[config.mk]
export PLATFORM = sky130hd
export DESIGN_NAME = uint32_varint_or_endian_decoder
export DESIGN_NICKNAME = d
export VERILOG_FILES = /design/src/rtl/ule_pkg.sv /design/src/rtl/ule_decode.sv /design/src/rtl/uint32_varint_or_endian_decoder.sv
export VERILOG_INCLUDE_DIRS = /design/src /design/src/rtl
export SDC_FILE = /design/constraint.sdc
export NUM_CORES = 1
export LEC_CHECK = 0
export BUFFER_PORTS_ARGS = -buffer_cell sky130_fd_sc_hd__buf_2
export CAP_MARGIN = 20
export CORE_MARGIN = 4
export CORE_UTILIZATION = 45
export DETAILED_ROUTE_END_ITERATION = 16
export GPL_ROUTABILITY_DRIVEN = 0
export PLACE_DENSITY_LB_ADDON = 0.15
export SLEW_MARGIN = 20
export SYNTH_ARGS = -nofsm -noshare
export SYNTH_HDL_FRONTEND = slang
export SYNTH_HIERARCHICAL = 1
export SYNTH_SLANG_ARGS = --single-unit
[constraint.sdc]
create_clock -name clock -period 9.25 [get_ports clock]
set_input_delay 1.85 -clock clock [delete_from_list [all_inputs] [get_ports clock]]
set_output_delay 1.85 -clock clock [all_outputs]
set_load 0.1 [all_outputs]
[src/rtl/assert_macros.svh]
// assertion helpers for the rtl files, included by the decoder top level
`ifndef ASSERT_MACROS_SVH
`define ASSERT_MACROS_SVH

// implication checked at every rising edge, quiet during reset
`define ASSERT_IMP(label, clk, rst, cond, prop, msg) \
   label: assert property (@(posedge clk) disable iff (rst) (cond) |-> (prop)) \
      else $error(msg);

// implication checked in the cycle after the condition
`define ASSERT_NEXT(label, clk, rst, cond, prop, msg) \
   label: assert property (@(posedge clk) disable iff (rst) (cond) |=> (prop)) \
      else $error(msg);

`endif

[src/rtl/ule_pkg.sv]
`default_nettype none
package ule_pkg;

   localparam int unsigned MAX_VARINT_BYTES = 5;
   localparam int unsigned WORD_BYTES       = 4;

   // encoding format codes
   localparam logic [1:0] FMT_VARINT = 2'd0;
   localparam logic [1:0] FMT_LE     = 2'd1;
   localparam logic [1:0] FMT_BE     = 2'd2;

   // result status codes
   localparam logic [1:0] ST_OK        = 2'd0;
   localparam logic [1:0] ST_TRUNCATED = 2'd1;
   localparam logic [1:0] ST_OVERLONG  = 2'd2;

   localparam logic [2:0] VARINT_LAST = 3'(MAX_VARINT_BYTES);
   localparam logic [2:0] WORD_LAST   = 3'(WORD_BYTES);

   typedef struct packed {
      logic        emit;
      logic [31:0] value;
      logic [1:0]  status;
      logic [2:0]  used;
      logic [31:0] acc_next;
      logic [2:0]  pos_next;
   } dec_result_type;

endpackage
`default_nettype wire

[src/rtl/ule_decode.sv]
`default_nettype none
module ule_decode
   import ule_pkg::*;
(
   input  wire logic [1:0]     encoding_format,
   input  wire logic [31:0]    acc,
   input  wire logic [2:0]     pos,
   input  wire logic [7:0]     data_byte,
   input  wire logic           end_of_buffer,
   output dec_result_type      result
);

   logic [2:0]  p;
   logic [2:0]  u;
   logic [5:0]  shamt;
   logic [31:0] acc_new;
   logic        done;
   logic        overlong;

   always_comb begin
      p        = pos;
      u        = pos + 3'd1;
      shamt    = 6'd0;
      acc_new  = acc;
      done     = 1'b0;
      overlong = 1'b0;
      case (encoding_format)
         FMT_VARINT: begin
            if (pos >= VARINT_LAST) begin
               p = VARINT_LAST - 3'd1;
               u = VARINT_LAST;
            end
            // seven bits per group: 8p - p
            shamt   = ({3'b000, p} << 3) - {3'b000, p};
            acc_new = acc | ({25'd0, data_byte[6:0]} << shamt);
            if (!data_byte[7]) begin
               done = 1'b1;
            end else if (u >= VARINT_LAST) begin
               overlong = 1'b1;
            end
         end
         FMT_BE: begin
            if (pos >= WORD_LAST) begin
               u = WORD_LAST;
            end
            acc_new = {acc[23:0], data_byte};
            done    = (u >= WORD_LAST);
         end
         default: begin
            // little-endian, also the unused format code
            if (pos >= WORD_LAST) begin
               p = WORD_LAST - 3'd1;
               u = WORD_LAST;
            end
            shamt   = {1'b0, p[1:0], 3'b000};
            acc_new = acc | ({24'd0, data_byte} << shamt);
            done    = (u >= WORD_LAST);
         end
      endcase

      result.used     = u;
      result.acc_next = 32'd0;
      result.pos_next = 3'd0;
      result.emit     = 1'b1;
      result.value    = 32'd0;
      result.status   = ST_OK;
      if (overlong) begin
         result.status = ST_OVERLONG;
      end else if (done) begin
         result.value = acc_new;
      end else if (end_of_buffer) begin
         result.status = ST_TRUNCATED;
      end else begin
         result.emit     = 1'b0;
         result.acc_next = acc_new;
         result.pos_next = u;
      end
   end

endmodule
`default_nettype wire

[src/rtl/uint32_varint_or_endian_decoder.sv]
// path: a byte word goes through the input register and the decode step into the result register at rsp_
// throughput: one byte word per cycle while the result register has room, bounded by the combinational decode step
// words that finish no value leave only the accumulator and byte count updated
// reset (synchronous, active high) selects varint format and drops any partial value
`default_nettype none
`include "assert_macros.svh"
module uint32_varint_or_endian_decoder
   import ule_pkg::*;
(
   input  wire logic        clock,
   input  wire logic        reset,
   // configuration write channel
   input  wire logic        csr_valid,
   output logic             csr_ready,
   input  wire logic [1:0]  csr_encoding_format,
   // byte input channel
   input  wire logic        req_valid,
   output logic             req_ready,
   input  wire logic [7:0]  req_data_byte,
   input  wire logic        req_end_of_buffer,
   // result channel
   output logic             rsp_valid,
   input  wire logic        rsp_ready,
   output logic [31:0]      rsp_decoded_value,
   output logic [1:0]       rsp_decode_status,
   output logic [2:0]       rsp_bytes_used
);

   // format register and partial value state
   logic [1:0]  format_ff;
   logic [31:0] acc_ff, acc_in;
   logic [2:0]  pos_ff, pos_in;

   // input register
   logic        s1_valid_ff, s1_valid_in;
   logic [7:0]  s1_byte_ff;
   logic        s1_last_ff;

   // result register
   logic        out_valid_ff, out_valid_in;
   logic [31:0] out_value_ff;
   logic [1:0]  out_status_ff;
   logic [2:0]  out_used_ff;

   dec_result_type dec;
   logic           out_free;
   logic           s1_fire;
   logic           req_fire;

   ule_decode u_decode (
      .encoding_format (format_ff),
      .acc             (acc_ff),
      .pos             (pos_ff),
      .data_byte       (s1_byte_ff),
      .end_of_buffer   (s1_last_ff),
      .result          (dec)
   );

   // the result register is free when empty or being drained this cycle
   assign out_free  = !out_valid_ff || rsp_ready;
   // a byte that finishes nothing needs no room downstream
   assign s1_fire   = s1_valid_ff && (!dec.emit || out_free);
   assign req_ready = !s1_valid_ff || s1_fire;
   assign req_fire  = req_valid && req_ready;
   assign csr_ready = 1'b1;

   always_comb begin
      s1_valid_in = s1_valid_ff;
      if (req_fire) begin
         s1_valid_in = 1'b1;
      end else if (s1_fire) begin
         s1_valid_in = 1'b0;
      end

      out_valid_in = out_valid_ff;
      if (s1_fire && dec.emit) begin
         out_valid_in = 1'b1;
      end else if (rsp_ready) begin
         out_valid_in = 1'b0;
      end

      acc_in = acc_ff;
      pos_in = pos_ff;
      if (csr_valid) begin
         // new format drops any partial value
         acc_in = 32'd0;
         pos_in = 3'd0;
      end else if (s1_fire) begin
         acc_in = dec.acc_next;
         pos_in = dec.pos_next;
      end
   end

   // control and state
   always_ff @(posedge clock) begin
      if (reset) begin
         format_ff    <= FMT_VARINT;
         acc_ff       <= 32'd0;
         pos_ff       <= 3'd0;
         s1_valid_ff  <= 1'b0;
         out_valid_ff <= 1'b0;
      end else begin
         if (csr_valid) begin
            format_ff <= csr_encoding_format;
         end
         acc_ff       <= acc_in;
         pos_ff       <= pos_in;
         s1_valid_ff  <= s1_valid_in;
         out_valid_ff <= out_valid_in;
      end
   end

   // payload registers
   always_ff @(posedge clock) begin
      if (req_fire) begin
         s1_byte_ff <= req_data_byte;
         s1_last_ff <= req_end_of_buffer;
      end
      if (s1_fire && dec.emit) begin
         out_value_ff  <= dec.value;
         out_status_ff <= dec.status;
         out_used_ff   <= dec.used;
      end
   end

   assign rsp_valid         = out_valid_ff;
   assign rsp_decoded_value = out_value_ff;
   assign rsp_decode_status = out_status_ff;
   assign rsp_bytes_used    = out_used_ff;

   // checks
   `ASSERT_IMP(a_err_zero, clock, reset, rsp_valid && (rsp_decode_status != ST_OK),
      rsp_decoded_value == 32'd0, "error result carries a nonzero value")
   `ASSERT_IMP(a_used_range, clock, reset, rsp_valid,
      (rsp_bytes_used >= 3'd1) && (rsp_bytes_used <= VARINT_LAST), "bytes_used out of range")
   `ASSERT_IMP(a_overlong_five, clock, reset, rsp_valid && (rsp_decode_status == ST_OVERLONG),
      rsp_bytes_used == VARINT_LAST, "overlong result without five bytes")
   `ASSERT_IMP(a_pos_bound, clock, reset, 1'b1,
      pos_ff < VARINT_LAST, "partial byte count reached the varint limit")
   `ASSERT_NEXT(a_emit_lands, clock, reset, s1_fire && dec.emit,
      rsp_valid, "finished value did not reach the result register")

endmodule
`default_nettype wire

==> results of run 1 <==
critical path: stages, from the launching register on:
cell and delay, ps:
sky130_fd_sc_hd__dfxtp_1 870, sky130_fd_sc_hd__inv_1 300, sky130_fd_sc_hd__ha_1 440, sky130_fd_sc_hd__nor4_4 260
sky130_fd_sc_hd__o21ai_1 110, sky130_fd_sc_hd__a21o_4 370, sky130_fd_sc_hd__nand2_1 150, sky130_fd_sc_hd__or2_1 150
sky130_fd_sc_hd__buf_2 440
final cells by class:
type	instances	area [um^2]
Fill cell	1035	5350
Multi-Input combinational cell	416	2710
Sequential cell	85	2160
Timing Repair Buffer	58	300
Clock buffer	11	253
Tap cell	140	175
Clock inverter	5	57.6
Inverter	7	26.3
worst max-delay path by stage:
stage	from	slack (ps)	endpoint	cells after the start
after CTS	pos_ff[2]$_SDFFE_PP0P_	4000	req_ready	8
final	pos_ff[2]$_SDFFE_PP0P_	3950	req_ready	8
after global routing	pos_ff[2]$_SDFFE_PP0P_	3700	req_ready	8
after floorplan	pos_ff[2]$_SDFFE_PP0P_	4580	req_ready	10
after global placement	pos_ff[2]$_SDFFE_PP0P_	4550	req_ready	8
after detailed placement	pos_ff[2]$_SDFFE_PP0P_	4370	req_ready	8
synthesized netlist by cell type (all sizes together) (2+ instances only):
cell type and n:
nor4 4, nor2b 19, a221o 2, edfxtp 46, nor2 58, o21a 2
a21o 4, clkbuf 23, a211oi 6, a221oi 5, a21oi 19, o32ai 2
mux2i 15, o22ai 3, o21ai 44, o211ai 5, nand2 55, dfxtp 39
and3 2, a222oi 3, nor3 26, nor3b 6, buf 30, ha 5
xnor2 3, a31oi 11, a311oi 3, a32oi 2, a211o 8, inv 7
and2 14, nand3 10, nand2b 11, or2 4, mux2 9, nand4 37
a2111oi 4
power by group through the flow:
stage | Sequential, mW | Combinational (mW) | Clock, mW
after floorplan | 0.486 | 0.0866 | 0
after global placement | 0.431 | 0.173 | 0
after detailed placement | 0.432 | 0.175 | 0
after CTS | 0.424 | 0.175 | 0.380
after global routing | 0.425 | 0.187 | 0.401
final | 0.424 | 0.177 | 0.375
state kept, by name, indices dropped and copies added, names as in the netlist:
| register | count |
|---|---|
| rsp_valid | 1 |
| pos_ff | 3 |
| s1_valid_ff | 1 |
| format_ff | 2 |
| s1_last_ff | 1 |
| acc_ff | 32 |
| rsp_decoded_value | 32 |
| rsp_decode_status | 2 |
| rsp_bytes_used | 3 |
| s1_byte_ff | 8 |
routing by layer:
metal / vias up / track usage / share of wire
met5: - / 0 / 0
met4: 0 / 0.0829 / 0.026
met3: 35 / 0.0489 / 0.078
met2: 202 / 0.361 / 0.47
met1: 2165 / 0.320 / 0.43
li1: 2110 / - / -
cells by family after synthesis:
group / after synthesis / share of synthesized area
XOR/XNOR: 4 / 0.00676
adder cells (fa/ha/maj): 5 / 0.0121
AO/OA/AOI/OAI: 132 / 0.196
flip-flops: 85 / 0.417
other: 1 / 0.000724
AND/OR/NAND/NOR: 250 / 0.255
multiplexers: 24 / 0.0500
buffers and inverters: 60 / 0.0625
per-stage QoR:
| step | util | instances |
|---|---|---|
| global route | 0.515 | 722 |
| CTS | 0.515 | 722 |
| detailed placement | 0.486 | 706 |
| global placement | 0.486 | 706 |
| finish | 0.515 | 722 |
| floorplan | - | 561 |
==> flow_summary.toml, run 1 <==
[outcome]
status = "completed"

[drt]
drc = 0
drtAntennaViolNets = 0
drt-vias-per-instance = 6.25
dr.pass1.iters = 6
route.final.wire_length_um = 14900
first_iter_violations = 569
routed-via-count = 4512
post_drt_wl_per_cell_um = 20.7

[synth]
synth.largest_area_cell = "sky130_fd_sc_hd__edfxtp_1"
ys_top_cells_by_area = "sky130_fd_sc_hd__edfxtp_1, sky130_fd_sc_hd__dfxtp_1, sky130_fd_sc_hd__o21ai_2"
synth-main-ff-cell = "sky130_fd_sc_hd__edfxtp_1"
synthesis.area_um2 = 5180
ys_seq_area_frac = 0.417
postSynthAreaPerCell_um2 = 9.24
postSynthRegisterBits = 85
synthesis.yosys.warnings = 6
syn_inst = 561
synth-async-reset-ratio = 0
synthDistinctLibCells = 72
synth_nets = 582
synth-edff-count = 46
synthDominantCellAreaShare = 0.267

[setup_path]
critPathArrivalTime_ps = 3450
worst-setup-path-type = "flip-flop to primary output"
critical_path.max_fanout = 38
worst_r2r_path_depth = 8
timing.rr.end = "rsp_decoded_value[7]$_DFFE_PP_"
critPathLaunchType = "flip-flop"
cp-end-kind = "primary output"
critical_path_required_ps = 7400
r2r_start = "pos_ff[2]$_SDFFE_PP0P_"
regToRegSetupSlack_ps = 5190

[global_routing]
grt_antenna_before_repair = 0
grtUsageTotal = 0.232
grt_pass1_wl_um = 24100
grt_start_max_net_pins = 71
grt-ovfl-total = 0
grt_pass1_vias = 4286

[place]
place_hpwl_um = 10200
pre_cts_ws_ps = 4370
postPlaceCellArea_um2 = 5370
placement.io_buffers = 54

[clock_tree]
tritoncts_clock_tree = "done"
clock_latency_ps = 340
post-cts-setup-buffer-count = 0
clk_root_buffer_cell = "sky130_fd_sc_hd__clkbuf_16"
post_cts_resize_count = 0
clock_tree.buffer_depth = 2
clock-sinks = 85
cts_hold_buf = 0
path_clk_slew_ps = 60
cts.htree.levels = 3
cts-buffers-inserted = 9

[timing]
final_period_minus_worst_setup_slack_ps = 5300
final-max-slew-violation-count = 0
fin_setup_tns_ps = 0
final_min_period_over_clock_period = 0.573
timing.final.ws_setup_ps = 3950
fin_hold_ws_ps = 470
slew_headroom = 0.314
hold_viol_final = 0
rsz0062_at_grt = "no"
timing_worst_slew_pin_value_ps = 1030
achievable-frequency_ghz = 0.189
timing.final.setup_violations = 0
worst_clock_skew_ps = 8.07

[flow_run]
max-cap-violations = 0

[power]
fin_total_pwr_mw = 0.975
cellPowerDensity_nw_per_um2 = 172
vdd_drop_max_v = 0.0000866
share_of_total_power_in_combinational_logic = 0.181
internal-power_mw = 0.674
power_switching_share = 0.309
p_leak_nw = 2.06
power.sequential.fraction = 0.434
p_switching_mw = 0.301
power.clock.fraction = 0.385

[floorplanning]
num_rows = 38
floorplan.io_pins = 56
die_width_um = 115
initial_core_util = 0.470
die_area_um2 = 13300
coreArea_um2 = 11000
die-height_um = 115

[cells_and_area]
finalNetCount = 598
flow.area_growth_from_synthesis_pct = 9.68
ratio_of_cells_with_drive_above_1_in_the_final_layout = 0.237
final_common_cell = "sky130_fd_sc_hd__nor2_1"
layout.cells.most_common_list = "sky130_fd_sc_hd__nor2_1, sky130_fd_sc_hd__nand2_1, sky130_fd_sc_hd__buf_2"
finish.instance_area_um2 = 5680
number_of_diodes = 0

[hold_path]
hold_path.startpoint = "acc_ff[25]$_SDFFE_PP0P_"
hold_path_depth = 2
timing.hold.worst_endpoint = "acc_ff[25]$_SDFFE_PP0P_"
holdCritPathClass = "flip-flop to flip-flop"
Note: power is estimated with default switching activity, not from simulation.
==> run 2, diff against run 1 <==
==> constraint.sdc (replaced) <==
create_clock -name clock -period 4.85 [get_ports clock]
set_input_delay 0.97 -clock clock [delete_from_list [all_inputs] [get_ports clock]]
set_output_delay 0.97 -clock clock [all_outputs]
set_load 0.1 [all_outputs]
==> flow_summary.toml, run 2 (synthesis results as in run 1) <==
[timing]
final-max-slew-violation-count = 0
timing_worst_slew_pin_value_ps = 1020
timing.final.setup_violations = 0
achievable-frequency_ghz = 0.228
final_period_minus_worst_setup_slack_ps = 4390
hold_viol_final = 0
final_min_period_over_clock_period = 0.904
worst_clock_skew_ps = 6.49
fin_setup_tns_ps = 0
slew_headroom = 0.320
rsz0062_at_grt = "no"

[cells_and_area]
layout.cells.most_common_list = "sky130_fd_sc_hd__nor2_1, sky130_fd_sc_hd__nand2_1, sky130_fd_sc_hd__buf_2"
number_of_diodes = 0
flow.area_growth_from_synthesis_pct = 9.49
fin_cells = 723
fillers = 1052
final_common_cell = "sky130_fd_sc_hd__nor2_1"
ratio_of_cells_with_drive_above_1_in_the_final_layout = 0.237
finalNetCount = 599

[setup_path]
critical-path-slowest-cell = "sky130_fd_sc_hd__dfxtp_1"
critPathLaunchType = "flip-flop"
critPathArrivalTime_ps = 3420
critical_path.max_fanout = 38
cp_slowest_stage_delay_ps = 870
crit_path_cell_trace = "inv_1 > ha_1 > a21oi_1 > o21ai_1 > a21o_4 > nand2_1 > or2_1 > buf_2"
cp-end-kind = "primary output"
critical_path_required_ps = 3880
worst-setup-path-type = "flip-flop to primary output"

[power]
power.clock.fraction = 0.375
cellPowerDensity_nw_per_um2 = 323
vdd_drop_max_v = 0.000188
internal-power_mw = 1.27
share_of_total_power_in_combinational_logic = 0.183
power.sequential.fraction = 0.442
p_leak_nw = 2.06
p_switching_mw = 0.565
power_switching_share = 0.308

[global_routing]
grt-ovfl-total = 0
grt_antenna_before_repair = 0
grtUsageTotal = 0.229
grt_start_max_net_pins = 47
grt_pass1_vias = 4252
grt_pass1_wl_um = 23300

[floorplanning]
initial_core_util = 0.470
die_width_um = 115
coreArea_um2 = 11000
num_rows = 38
floorplan.io_pins = 56
die-height_um = 115
die_area_um2 = 13300

[clock_tree]
path_clk_slew_ps = 60
tritoncts_clock_tree = "done"
post-cts-setup-buffer-count = 0
cts_hold_buf = 0
clk_root_buffer_cell = "sky130_fd_sc_hd__clkbuf_16"
post_cts_resize_count = 0
cts-buffers-inserted = 9
clock_tree.buffer_depth = 2
clock-sinks = 85
clock_latency_ps = 360
cts.htree.levels = 3

[drt]
drtAntennaViolNets = 0
post_drt_wl_per_cell_um = 20.5
wl_met3_um = 1140
route.final.wire_length_um = 14800
dr.pass1.iters = 5
detailroute.wirelength.met2_um = 6870
first_iter_violations = 503
route.top_layer_used = "met4"
drc = 0
drt-vias-per-instance = 6.29
met1_routed_wirelength_after_detailed_routing_um = 6240
routed-via-count = 4548

[flow_run]
max-cap-violations = 0

[place]
place_hpwl_um = 10100
placement.io_buffers = 54
dp_cells = 707

[hold_path]
holdCritPathClass = "flip-flop to flip-flop"

[outcome]
status = "completed"
## run 2: changes by cell type in the layout (fill, tap and decap cells not counted), sizes merged
cell	previous run	this run
buf	58	59
clkinv	3	4
inv	8	7
## run 2: metal layers
layer  up-vias  global-route usage
met1      2180               0.293
met2       199               0.357
li1       2117                   -
met4         0               0.125
met3        52              0.0532
met5         -                   0
## run 2: metrics by stage
step / cell area, um^2 / total power [mW] / hold WS [ps] / utilization / worst slack (ps)
detailed placement: 5380 / 1.16 / 453 / 0.488 / 893
floorplan: 5180 / 1.09 / 428 / - / 1060
global route: 5670 / 1.90 / 486 / 0.514 / 251
global placement: 5370 / 1.15 / 439 / 0.487 / 1030
finish: 5670 / 1.83 / 461 / 0.514 / 464
CTS: 5670 / 1.85 / 462 / 0.514 / 504
## run 2: worst paths after layout
path / endpoint / depth (start not counted) / from / slack [ps]
max: req_ready / 8 / pos_ff[2]$_SDFFE_PP0P_ / 460
min: acc_ff[24]$_SDFFE_PP0P_ / 2 / acc_ff[24]$_SDFFE_PP0P_ / 460
max reg2reg: acc_ff[14]$_SDFFE_PP0P_ / 10 / pos_ff[2]$_SDFFE_PP0P_ / 950
min reg2reg: acc_ff[24]$_SDFFE_PP0P_ / 2 / acc_ff[24]$_SDFFE_PP0P_ / 460
## run 2: cell type report
cell class,count,area (um^2),area share
clock inverters,5,50.0,0.00882
inverters,7,26.3,0.00463
well taps,140,175,0.0309
repair buffers,59,308,0.0543
multi-input cells,416,2710,0.478
flip-flops and latches,85,2160,0.381
clock buffers,11,243,0.0428
## run 2: critical path, delay by kind of cell, from the launching register on
kind / cells / cell delay [ps]
flip-flops: 1 / 870
AO/OA/AOI/OAI: 3 / 750
buffers and inverters: 2 / 590
AND/OR/NAND/NOR: 2 / 390
adder cells (fa/ha/maj): 1 / 440
## run 2: power groups by stage
stage          combinational, mW  sequential [mW]  clock, mW
2_1_floorplan              0.165            0.927          0
3_3_place_gp               0.331            0.824          0
3_5_place_dp               0.334            0.824          0
5_1_grt                    0.355            0.811      0.733
6_report                   0.336            0.809      0.687
4_1_cts                    0.335            0.809      0.703
